--- src/rtl/core/ihr_pkg.sv ---
package ihr_pkg;

  // Configuration register indexes
  localparam int CFG_IDX_W  = 1;
  localparam int CFG_DATA_W = 32;
  localparam logic [CFG_IDX_W-1:0] CFG_CAPACITY    = 1'b0;
  localparam logic [CFG_IDX_W-1:0] CFG_EWMA_WEIGHT = 1'b1;

  // Field widths fixed by the interface
  localparam int DIST_W      = 33;
  localparam int CACHE_W     = 32;
  localparam int WEIGHT_W    = 17;
  localparam int RATIO_OUT_W = 17;
  localparam int CNT_OUT_W   = 32;

  // Q1.16 weight arithmetic
  localparam int EWMA_SHIFT = 16;
  localparam logic [WEIGHT_W-1:0] WEIGHT_ONE = 17'h10000;

  // Parameter defaults
  localparam int COUNT_WIDTH_DEF     = 32;
  localparam int RATIO_FRAC_BITS_DEF = 16;

endpackage

--- src/rtl/core/interval_hit_ratio_ewma_unit.sv ---
// Interval LRU hit ratio with EWMA smoothing.
//
// Input channel (in_valid/in_ready): one request per transaction, carrying its
// reuse distance (-1 = cold miss) and an interval_end flag. A request hits when
// its distance is non-negative and below the configured capacity; else a miss.
// Output channel (out_valid/out_ready): one transaction per interval_end
// request, giving the smoothed Q1.F hit ratio and the closed interval's counts.
// Config port: cfg_we/cfg_index/cfg_wdata, index 0 = cache capacity,
// index 1 = ewma_weight (Q1.16, clamped to 1.0). Write only while idle.
//
// Requests that do not close an interval are taken back to back. A closing
// request keeps in_ready low while it runs through a close step, F restoring
// divider steps, a step to take the quotient, the two products on the shared
// multiplier plus a step to take the EWMA sum, and a hand-off step that loads
// the output register. The first interval skips the multiplier; no misses
// skips the divider (and the multiplier too on the first interval); a zero
// capacity skips both.
// Output is registered; the next request is taken while a result waits.
// A stalled receiver holds the result; a later close waits for the slot.
// Reset (rst_n, synchronous) clears counters, smoothing state and config.
module interval_hit_ratio_ewma_unit #(
  parameter int COUNT_WIDTH     = ihr_pkg::COUNT_WIDTH_DEF,
  parameter int RATIO_FRAC_BITS = ihr_pkg::RATIO_FRAC_BITS_DEF
) (
  input  logic                              clk,
  input  logic                              rst_n,
  input  logic                              in_valid,
  output logic                              in_ready,
  input  logic signed [ihr_pkg::DIST_W-1:0] in_reuse_distance,
  input  logic                              in_interval_end,
  output logic                              out_valid,
  input  logic                              out_ready,
  output logic [ihr_pkg::RATIO_OUT_W-1:0]   out_hit_ratio,
  output logic [ihr_pkg::CNT_OUT_W-1:0]     out_interval_hits,
  output logic [ihr_pkg::CNT_OUT_W-1:0]     out_interval_misses,
  input  logic                              cfg_we,
  input  logic [ihr_pkg::CFG_IDX_W-1:0]     cfg_index,
  input  logic [ihr_pkg::CFG_DATA_W-1:0]    cfg_wdata
);

  import ihr_pkg::*;

  localparam int CW = COUNT_WIDTH;
  localparam int F  = RATIO_FRAC_BITS;
  localparam int RW = F + 1;
  localparam logic [63:0] CNT_OUT_MAX   = 64'hFFFF_FFFF;
  localparam logic [31:0] RATIO_OUT_MAX = 32'h0001_FFFF;

  typedef enum logic [2:0] {
    ST_IDLE,
    ST_CLOSE,
    ST_DIV,
    ST_MAC,
    ST_HOLD
  } state_t;

  state_t state_r;

  logic [CACHE_W-1:0]  capacity_r;
  logic [WEIGHT_W-1:0] ewma_weight_r;
  logic [WEIGHT_W-1:0] weight_eff;

  logic [CW-1:0] hit_cnt_r;
  logic [CW-1:0] miss_cnt_r;
  logic [CW-1:0] snap_h_r;
  logic [CW-1:0] snap_m_r;
  logic [RW-1:0] ratio_r;
  logic [RW-1:0] smoothed_r;
  logic          first_r;

  logic          is_hit;
  logic [CW-1:0] hit_upd;
  logic [CW-1:0] miss_upd;
  logic          in_fire;
  logic          out_free;
  logic          out_load;

  logic          div_start;
  logic          div_done;
  logic [F-1:0]  div_q;
  logic          mac_start;
  logic          mac_done;
  logic [RW-1:0] mac_res;

  logic                   out_valid_r;
  logic [RATIO_OUT_W-1:0] out_ratio_r;
  logic [CNT_OUT_W-1:0]   out_hits_r;
  logic [CNT_OUT_W-1:0]   out_misses_r;
  logic [63:0]            h_wide;
  logic [63:0]            m_wide;
  logic [31:0]            r_wide;

  // hit test: sign bit clear and distance below capacity
  assign is_hit   = ~in_reuse_distance[DIST_W-1] &&
                    (in_reuse_distance[CACHE_W-1:0] < capacity_r);
  assign hit_upd  = (is_hit && !(&hit_cnt_r))   ? hit_cnt_r + 1'b1  : hit_cnt_r;
  assign miss_upd = (!is_hit && !(&miss_cnt_r)) ? miss_cnt_r + 1'b1 : miss_cnt_r;

  assign in_ready = (state_r == ST_IDLE);
  assign in_fire  = in_valid && in_ready;
  assign out_free = !out_valid_r || out_ready;
  assign out_load = (state_r == ST_HOLD) && out_free;

  assign weight_eff = (ewma_weight_r > WEIGHT_ONE) ? WEIGHT_ONE : ewma_weight_r;

  // divider runs only when the interval saw at least one miss
  assign div_start = (state_r == ST_CLOSE) && (capacity_r != '0) && (snap_m_r != '0);
  assign mac_start = (state_r == ST_DIV) && div_done && !first_r;

  // output field saturation
  assign h_wide = 64'(snap_h_r);
  assign m_wide = 64'(snap_m_r);
  assign r_wide = 32'(ratio_r);

  ihr_div #(
    .CW (CW),
    .F  (F)
  ) u_div (
    .clk      (clk),
    .rst_n    (rst_n),
    .start    (div_start),
    .dividend (snap_h_r),
    .divisor  ({1'b0, snap_h_r} + {1'b0, snap_m_r}),
    .done     (div_done),
    .quotient (div_q)
  );

  ihr_mac #(
    .RW (RW)
  ) u_mac (
    .clk        (clk),
    .rst_n      (rst_n),
    .start      (mac_start || ((state_r == ST_CLOSE) && (capacity_r != '0) &&
                               (snap_m_r == '0) && !first_r)),
    .prev_ratio (smoothed_r),
    .new_ratio  (ratio_r),
    .weight     (weight_eff),
    .done       (mac_done),
    .result     (mac_res)
  );

  // config registers
  always_ff @(posedge clk) begin
    if (!rst_n) begin
      capacity_r    <= '0;
      ewma_weight_r <= '0;
    end else if (cfg_we) begin
      unique case (cfg_index)
        CFG_CAPACITY:    capacity_r    <= cfg_wdata[CACHE_W-1:0];
        CFG_EWMA_WEIGHT: ewma_weight_r <= cfg_wdata[WEIGHT_W-1:0];
        default: ;
      endcase
    end
  end

  // sequencer, counters and output register
  always_ff @(posedge clk) begin
    if (!rst_n) begin
      state_r     <= ST_IDLE;
      hit_cnt_r   <= '0;
      miss_cnt_r  <= '0;
      smoothed_r  <= '0;
      first_r     <= 1'b1;
      out_valid_r <= 1'b0;
    end else begin
      if (out_load) begin
        out_valid_r <= 1'b1;
      end else if (out_ready) begin
        out_valid_r <= 1'b0;
      end
      unique case (state_r)
        ST_IDLE: begin
          if (in_fire) begin
            if (in_interval_end) begin
              snap_h_r   <= hit_upd;
              snap_m_r   <= miss_upd;
              hit_cnt_r  <= '0;
              miss_cnt_r <= '0;
              state_r    <= ST_CLOSE;
            end else begin
              hit_cnt_r  <= hit_upd;
              miss_cnt_r <= miss_upd;
            end
          end
        end
        ST_CLOSE: begin
          if (capacity_r == '0) begin
            // no capacity: ratio forced to zero, no smoothing
            ratio_r <= '0;
            state_r <= ST_HOLD;
          end else if (snap_m_r == '0) begin
            // no misses: zero with no hits, else exactly one
            ratio_r <= (snap_h_r == '0) ? '0 : (RW'(1) << F);
            state_r <= first_r ? ST_HOLD : ST_MAC;
          end else begin
            state_r <= ST_DIV;
          end
        end
        ST_DIV: begin
          if (div_done) begin
            ratio_r <= {1'b0, div_q};
            state_r <= first_r ? ST_HOLD : ST_MAC;
          end
        end
        ST_MAC: begin
          if (mac_done) begin
            ratio_r <= mac_res;
            state_r <= ST_HOLD;
          end
        end
        ST_HOLD: begin
          if (out_free) begin
            smoothed_r   <= ratio_r;
            first_r      <= 1'b0;
            out_ratio_r  <= (r_wide > RATIO_OUT_MAX) ? '1 : r_wide[RATIO_OUT_W-1:0];
            out_hits_r   <= (h_wide > CNT_OUT_MAX) ? '1 : h_wide[CNT_OUT_W-1:0];
            out_misses_r <= (m_wide > CNT_OUT_MAX) ? '1 : m_wide[CNT_OUT_W-1:0];
            state_r      <= ST_IDLE;
          end
        end
        default: state_r <= ST_IDLE;
      endcase
    end
  end

  assign out_valid           = out_valid_r;
  assign out_hit_ratio       = out_ratio_r;
  assign out_interval_hits   = out_hits_r;
  assign out_interval_misses = out_misses_r;

endmodule

--- src/rtl/core/ihr_div.sv ---
module ihr_div #(
  parameter int CW = 32,
  parameter int F  = 16
) (
  input  logic          clk,
  input  logic          rst_n,
  input  logic          start,
  input  logic [CW-1:0] dividend,
  input  logic [CW:0]   divisor,
  output logic          done,
  output logic [F-1:0]  quotient
);

  localparam int CNT_W = $clog2(F + 1);

  logic [CW:0]    rem_r;
  logic [CW:0]    dvs_r;
  logic [F-1:0]   q_r;
  logic [CNT_W-1:0] cnt_r;
  logic           busy_r;
  logic           done_r;

  logic [CW+1:0]  shifted;
  logic [CW+2:0]  diff;
  logic           take;

  // one restoring step per cycle
  assign shifted = {rem_r, 1'b0};
  assign diff    = {1'b0, shifted} - {2'b00, dvs_r};
  assign take    = ~diff[CW+2];

  always_ff @(posedge clk) begin
    if (!rst_n) begin
      busy_r <= 1'b0;
      done_r <= 1'b0;
      cnt_r  <= '0;
    end else begin
      done_r <= busy_r && !start && (cnt_r == CNT_W'(1));
      if (start) begin
        busy_r <= 1'b1;
        cnt_r  <= CNT_W'(F);
      end else if (busy_r) begin
        cnt_r <= cnt_r - 1'b1;
        if (cnt_r == CNT_W'(1)) begin
          busy_r <= 1'b0;
        end
      end
    end
  end

  always_ff @(posedge clk) begin
    if (start) begin
      rem_r <= {1'b0, dividend};
      dvs_r <= divisor;
      q_r   <= '0;
    end else if (busy_r) begin
      rem_r <= take ? diff[CW:0] : shifted[CW:0];
      q_r   <= {q_r[F-2:0], take};
    end
  end

  assign done     = done_r;
  assign quotient = q_r;

endmodule

--- src/rtl/core/ihr_mac.sv ---
module ihr_mac #(
  parameter int RW = 17
) (
  input  logic                          clk,
  input  logic                          rst_n,
  input  logic                          start,
  input  logic [RW-1:0]                 prev_ratio,
  input  logic [RW-1:0]                 new_ratio,
  input  logic [ihr_pkg::WEIGHT_W-1:0]  weight,
  output logic                          done,
  output logic [RW-1:0]                 result
);

  import ihr_pkg::*;

  localparam int PW = RW + WEIGHT_W;
  localparam int AW = PW + 1;

  logic                phase_r;
  logic                done_r;
  logic [AW-1:0]       acc_r;
  logic [RW-1:0]       op_a;
  logic [WEIGHT_W-1:0] op_b;
  logic [PW-1:0]       prod;

  // shared multiplier: prev*w first, then new*(1-w)
  assign op_a = phase_r ? new_ratio : prev_ratio;
  assign op_b = phase_r ? (WEIGHT_ONE - weight) : weight;
  assign prod = PW'(op_a) * PW'(op_b);

  always_ff @(posedge clk) begin
    if (!rst_n) begin
      phase_r <= 1'b0;
      done_r  <= 1'b0;
    end else begin
      done_r <= phase_r && !start;
      if (start) begin
        phase_r <= 1'b1;
      end else if (phase_r) begin
        phase_r <= 1'b0;
      end
    end
  end

  always_ff @(posedge clk) begin
    if (start) begin
      acc_r <= {1'b0, prod};
    end else if (phase_r) begin
      acc_r <= acc_r + {1'b0, prod};
    end
  end

  assign done   = done_r;
  assign result = acc_r[EWMA_SHIFT +: RW];

endmodule

--- config.mk ---
export PLATFORM = sky130hd
export DESIGN_NAME = interval_hit_ratio_ewma_unit
export DESIGN_NICKNAME = d
export VERILOG_FILES = /design/src/rtl/core/ihr_pkg.sv /design/src/rtl/core/interval_hit_ratio_ewma_unit.sv /design/src/rtl/core/ihr_div.sv /design/src/rtl/core/ihr_mac.sv
export SDC_FILE = /design/constraint.sdc
export NUM_CORES = 2
export LEC_CHECK = 0
export ABC_AREA = 1
export BUFFER_PORTS_ARGS = -buffer_cell sky130_fd_sc_hd__buf_4
export CAP_MARGIN = 25
export CORE_ASPECT_RATIO = 0.75
export CORE_MARGIN = 3
export CORE_UTILIZATION = 44
export DETAILED_ROUTE_END_ITERATION = 10
export GPL_TIMING_DRIVEN = 0
export PLACE_DENSITY_LB_ADDON = 0.05
export SLEW_MARGIN = 15
export SYNTH_ARGS = -nofsm -noshare
export SYNTH_HDL_FRONTEND = slang
export SYNTH_SLANG_ARGS = --single-unit
--- constraint.sdc ---
create_clock -name clk -period 17.25 [get_ports clk]
set_input_delay 2.5875 -clock clk [delete_from_list [all_inputs] [get_ports clk]]
set_output_delay 2.5875 -clock clk [all_outputs]
set_load 0.03 [all_outputs]
; ---- After elaboration in Yosys (flattened, before gate mapping)
; Cells that the tools add are included.
[op_classes]
magnitude_cmp = 5
n_reduce_logical = 44
multipliers = 1
add_sub_neg = 7
n_eq_ne = 11
bitwise_logic = 4
muxes = 35
[ops]
columns = operator, n
row1 = $mux 32, 6
row2 = $mux 17, 8
row3 = $logic_not 32->1, 3
row4 = $mux 34, 2
row5 = $add 32x1->32 const B, 2
row6 = $gt 32x32->1 const B, 2
row7 = $reduce_and 32->1, 2
row8 = $reduce_bool 32->1, 2
row9 = $pmux 17 s3, 1
row10 = $add 35x34->35, 1
row11 = $sub 34x33->35, 1
row12 = $gt 17x17->1 const B, 2
row13 = $mul 17x17->34, 1
row14 = $add 32x32->33, 1
row15 = $mux 33, 1
row16 = $lt 32x32->1, 1
row17 = $mux 3, 8
row18 = $sub 17x17->17 const A, 1
row19 = $pmux 3 s5, 1
row20 = $logic_and 1x1->1, 14
row21 = $mux 5, 2
row22 = $reduce_and 5->1, 2
row23 = $ne 2x1->1 const B, 4
row24 = $reduce_and 2->1, 4
row25 = 17 further kinds, 35
[totals]
in_bits = 72
ff_bits = 423

; ---- Longest topological paths before layout
[logic_depth]
ltp_word = 8
depth_mapped = 54
depth_no_buf = 54

; ---- Cells and area by module
; Synthesis repeated with hierarchy kept, for this count alone.
[hier_totals]
hier_cells = 4902
hier_area_um2 = 36518.8
[by_module_without_submodules]
columns = mod, area_per_inst_um2, instances, seq_area_each_um2, cells_each
row1 = interval_hit_ratio_ewma_unit, 15692.6, 1, 7567.3, 1934
row2 = ihr_mac, 14446.4, 1, 1031.0, 2045
row3 = ihr_div, 6379.9, 1, 2432.3, 923

; ---- Worst setup path before layout
; Ideal clock, no wire load.
[synth_timing]
kind = input to register
from = input rst_n
to = register snap_h_r[0] (enable)
cell_stages = 3
setup_time_ns = 0.644
path_buffers = 1
setup_slack_ns = 7.612
arrival_time_ns = 8.994
required_time_ns = 16.606
cell_sequence = inv_1 clkbuf_1 nor4_1
[synth_via]
elab_chain_len = 1
[synth_lines]
columns = element, line_no
row1 = start: declaration, interval_hit_ratio_ewma_unit.sv:26  ; input logic rst_n,
row2 = $reduce_and 4->1 (no line), --
row3 = end signal: assignment, interval_hit_ratio_ewma_unit.sv:175  ; snap_h_r <= hit_upd;
row4 = end: declaration, interval_hit_ratio_ewma_unit.sv:65  ; logic [CW-1:0] snap_h_r;
; Every way passes these cells.
; A chain may end at the register's enable or synchronous reset.

; ---- Final worst setup path
[layout_timing]
from = register ewma_weight_r[9]
to = register u_mac.acc_r[32], data pin
[layout_via]
elab_chain_len = 8
[layout_lines]
columns = element, line_no
row1 = start: declaration, interval_hit_ratio_ewma_unit.sv:60  ; logic [WEIGHT_W-1:0] ewma_weight_r;
row2 = start signal: assignment, interval_hit_ratio_ewma_unit.sv:150  ; CFG_EWMA_WEIGHT: ewma_weight_r <= cfg_wdata[WEIGHT_W-1:0];
row3 = $gt 17x17->1, interval_hit_ratio_ewma_unit.sv:104  ; assign weight_eff = (ewma_weight_r > WEIGHT_ONE) ? WEIGHT_ONE : ewma_weight_r;
row4 = $mux 17 *, interval_hit_ratio_ewma_unit.sv:104
row5 = $sub 17x17->17, ihr_mac.sv:28  ; assign op_b = phase_r ? (WEIGHT_ONE - weight) : weight;
row6 = $mux 17 *, ihr_mac.sv:28
row7 = $mul 17x17->34 *, ihr_mac.sv:29  ; assign prod = PW'(op_a) * PW'(op_b);
row8 = $add 35x34->35, ihr_mac.sv:49  ; acc_r <= acc_r + {1'b0, prod};
row9 = $mux 34, ihr_mac.sv:48  ; end else if (phase_r) begin
row10 = $mux 34 *, ihr_mac.sv:46  ; if (start) begin
row11 = end signal: assignment, ihr_mac.sv:47  ; acc_r <= {1'b0, prod};
row12 = end signal: assignment, ihr_mac.sv:49
row13 = end: declaration, ihr_mac.sv:21  ; logic [AW-1:0] acc_r;
; Mark *: on every way between the ends. The rest lies on a longest branch, timed or not. The select of a mux whose other input is x is not followed.

==> out/metrics.cfg <==
[synth]
ys_ff_latch = 421
synthTopCellsByCount = nand2_1, inv_1, nor2_1, a21oi_1, edfxtp_1
synth.top_cell.area_share_pct = 22.8
synth-compound-area-share_pct = 10.9
synth-main-ff-cell = edfxtp_1
synthAdderAreaFrac_pct = 21.9
synth_top_area_cell = edfxtp_1
synth_top_family_by_area = adder cells
synth.avg_cell_area_um2 = 7.91
postSynthCellCount = 4319
ys_async_sr_fraction_pct = 0
syn_area_um2 = 34200
synth_mux_area_share_pct = 0
synth-xor-area-share_pct = 3.77
yosysUniqueCellTypes = 55
synthSimpleGateAreaFrac_pct = 21.2
yosys-top-cells-area = edfxtp_1, fa_1, nand2_1
synth-edff-count = 260
yosysWarnings = 0
synth_fp_nets = 4855
yosysMostFrequentCell = nand2_1
seq_area_frac_synth_pct = 32.3

[place]
post-place-cells = 5518
dp_hpwl_um = 96300
place_ws_ns = 6.38
portBuffers = 154
gp_congestion = 0.982

[route]
num_vias = 30000
viasPerCell = 5.34
drt-wirelength-per-cell_um = 20.8
dr.pass1.iters = 8
ant_nets = 0
first_iter_violations = 3034
wl_um = 117000
drc = 0

[cells_and_area]
area_delta_synth_final_pct = 12.6
multi_input_area_um2 = 19800
seq_area_um2 = 11000
fin_nets = 5083
finalNonFillerCells = 5611
fillers = 7617
drive_gt1_share_pct = 7.68

[critical_path]
cp_common_cell = nand2_1
end_kind = flip-flop
cp_max_fo = 9
cpMaxStageDelayCell = fa_1
cp.required_ns = 17.62
arrival_ns = 11.53
worst_setup_path_start_kind = flip-flop
slowest_delay_ns = 0.74
path_class = flip-flop to flip-flop

[floorplan]
die_w_um = 328
design.core.area_um2 = 76100
rows = 87
ioPinCount = 155
dieArea_um2 = 81100
die_h_um = 247
start_util_pct = 44.9

[timing]
tns_ns = 0
worstMarginPinSlew_ns = 1.03
layout_worst_path_cycle_share_pct = 64.7
hold_viol = 0
timing.hold.ws_ns = 0.454
rsz0062_at_grt = no
fmax_ghz = 0.0896
min_period_ns = 11.16
setup_ws_ns = 6.09
setup_viol = 0
finClkSkew_ns = 0.0407
max_slew_margin_pct = 31.1
slew_violations = 0

[power]
ir_drop_uv = 91.0
leakagePower_uw = 0.0170
fin_total_pwr_uw = 3990
power.density_nw_per_um2 = 104

[global_routing]
grt_usage_pct = 28.8
antenna_found_initial = 4
grt_max_degree = 42
grt-ovfl-total = 0
grt_pass1_wl_um = 177000
grt_pass1_vias = 28000

[clock_network]
htreeDepth = 2
root_buffer = clkbuf_16
path_clk_slew_ns = 0.06
postCtsSetupBuffers = 0
clk_latency_ns = 0.62
numClockSinks = 421
tritoncts = yes
cts_resized = 0
cts_made_buffers = 47
holdBufCountCts = 0
clockBufferDepth = 3

[status]
status = completed

[hold_path]
hold_path.class = flip-flop to flip-flop

[flow_run]
cap_viol_max_count = 0

==> registers in the layout, summed over array words and instances (netlist names), 3 cells and up <==
signal / count
out_hit_ratio: 17
snap_h_r: 32
ratio_r: 17
u_mac.acc_r: 33
smoothed_r: 17
out_interval_hits: 32
u_div.quotient: 16
capacity_r: 32
snap_m_r: 32
hit_cnt_r: 32
u_div.rem_r: 33
ewma_weight_r: 17
u_div.dvs_r: 33
u_div.cnt_r: 5
state_r: 3
out_interval_misses: 32
miss_cnt_r: 32
==> routing by layer <==
metal  track usage [%]  part of all wire (%)
met5                 0                     0
met1              48.1                    52
met4              3.98                   1.1
met2              35.8                    36
met3              8.39                    11
==> cells by family (layout without fill, tap and decap cells) <==
| family | after synthesis | count (layout) |
|---|---|---|
| other cells | 0 | 2 |
| xor+xnor | 143 | 143 |
| buf+inv | 886 | 1153 |
| compound gates | 688 | 688 |
| flops | 421 | 421 |
| simple gates | 1717 | 1717 |
| fa+ha+maj | 464 | 464 |
==> power breakdown <==
part,internal (uW),switching (uW),total [uW]
registers,1280,102,1380
logic,502,1070,1570
clock network,577,452,1030
total,2360,1630,3990
==> worst max-delay path: cells and delay by family, from the launching register on <==
kind | cells | cell delay [ns]
AOI/OAI and AO/OA | 10 | 1.89
buffers and inverters | 6 | 1.14
DFF | 1 | 0.33
adders and majority gates | 9 | 4.40
xor gates and xnor gates | 1 | 0.41
and+or+nand+nor | 18 | 2.74
==> area by class of cell <==
type	count	share of cell area, %
diodes	2	0.0130
plain buffers	128	1.35
clock buffers	60	3.31
clock inverters	28	0.761
inverters	758	7.40
multi-input cells	3012	51.5
flip-flops and latches	421	28.7
well taps	1023	3.32
repair buffers	179	3.74
==> per-stage QoR <==
stage               area [um^2]  utilization (%)
finish                    38500             50.6
CTS                       38500             50.5
detailed placement        36900             48.5
global placement          36600             48.1
global route              38500             50.6
floorplan                 34200                -
==> path summary, 6_finish.rpt <==
path / start / end / slack [ns] / depth (start not counted)
min: smoothed_r[6] / smoothed_r[6] / 0.45 / 2
min reg2reg: smoothed_r[6] / smoothed_r[6] / 0.45 / 2
max reg2reg: ewma_weight_r[9] / u_mac.acc_r[32] / 6.09 / 44
max: ewma_weight_r[9] / u_mac.acc_r[32] / 6.09 / 44
==> cell usage in the layout, fill, tap and decap left out, types with 109 or more instances in the layout <==
master,netlist,final
nand2_1,952,951
nand3_1,176,176
buf_4,1,165
ha_1,238,238
dfxtp_1,161,161
edfxtp_1,260,260
o21ai_0,257,256
a21oi_1,299,299
fa_1,226,226
clkbuf_1,102,109
nor2_1,347,346
inv_1,725,725
Note: power is estimated with default switching activity, not from simulation.
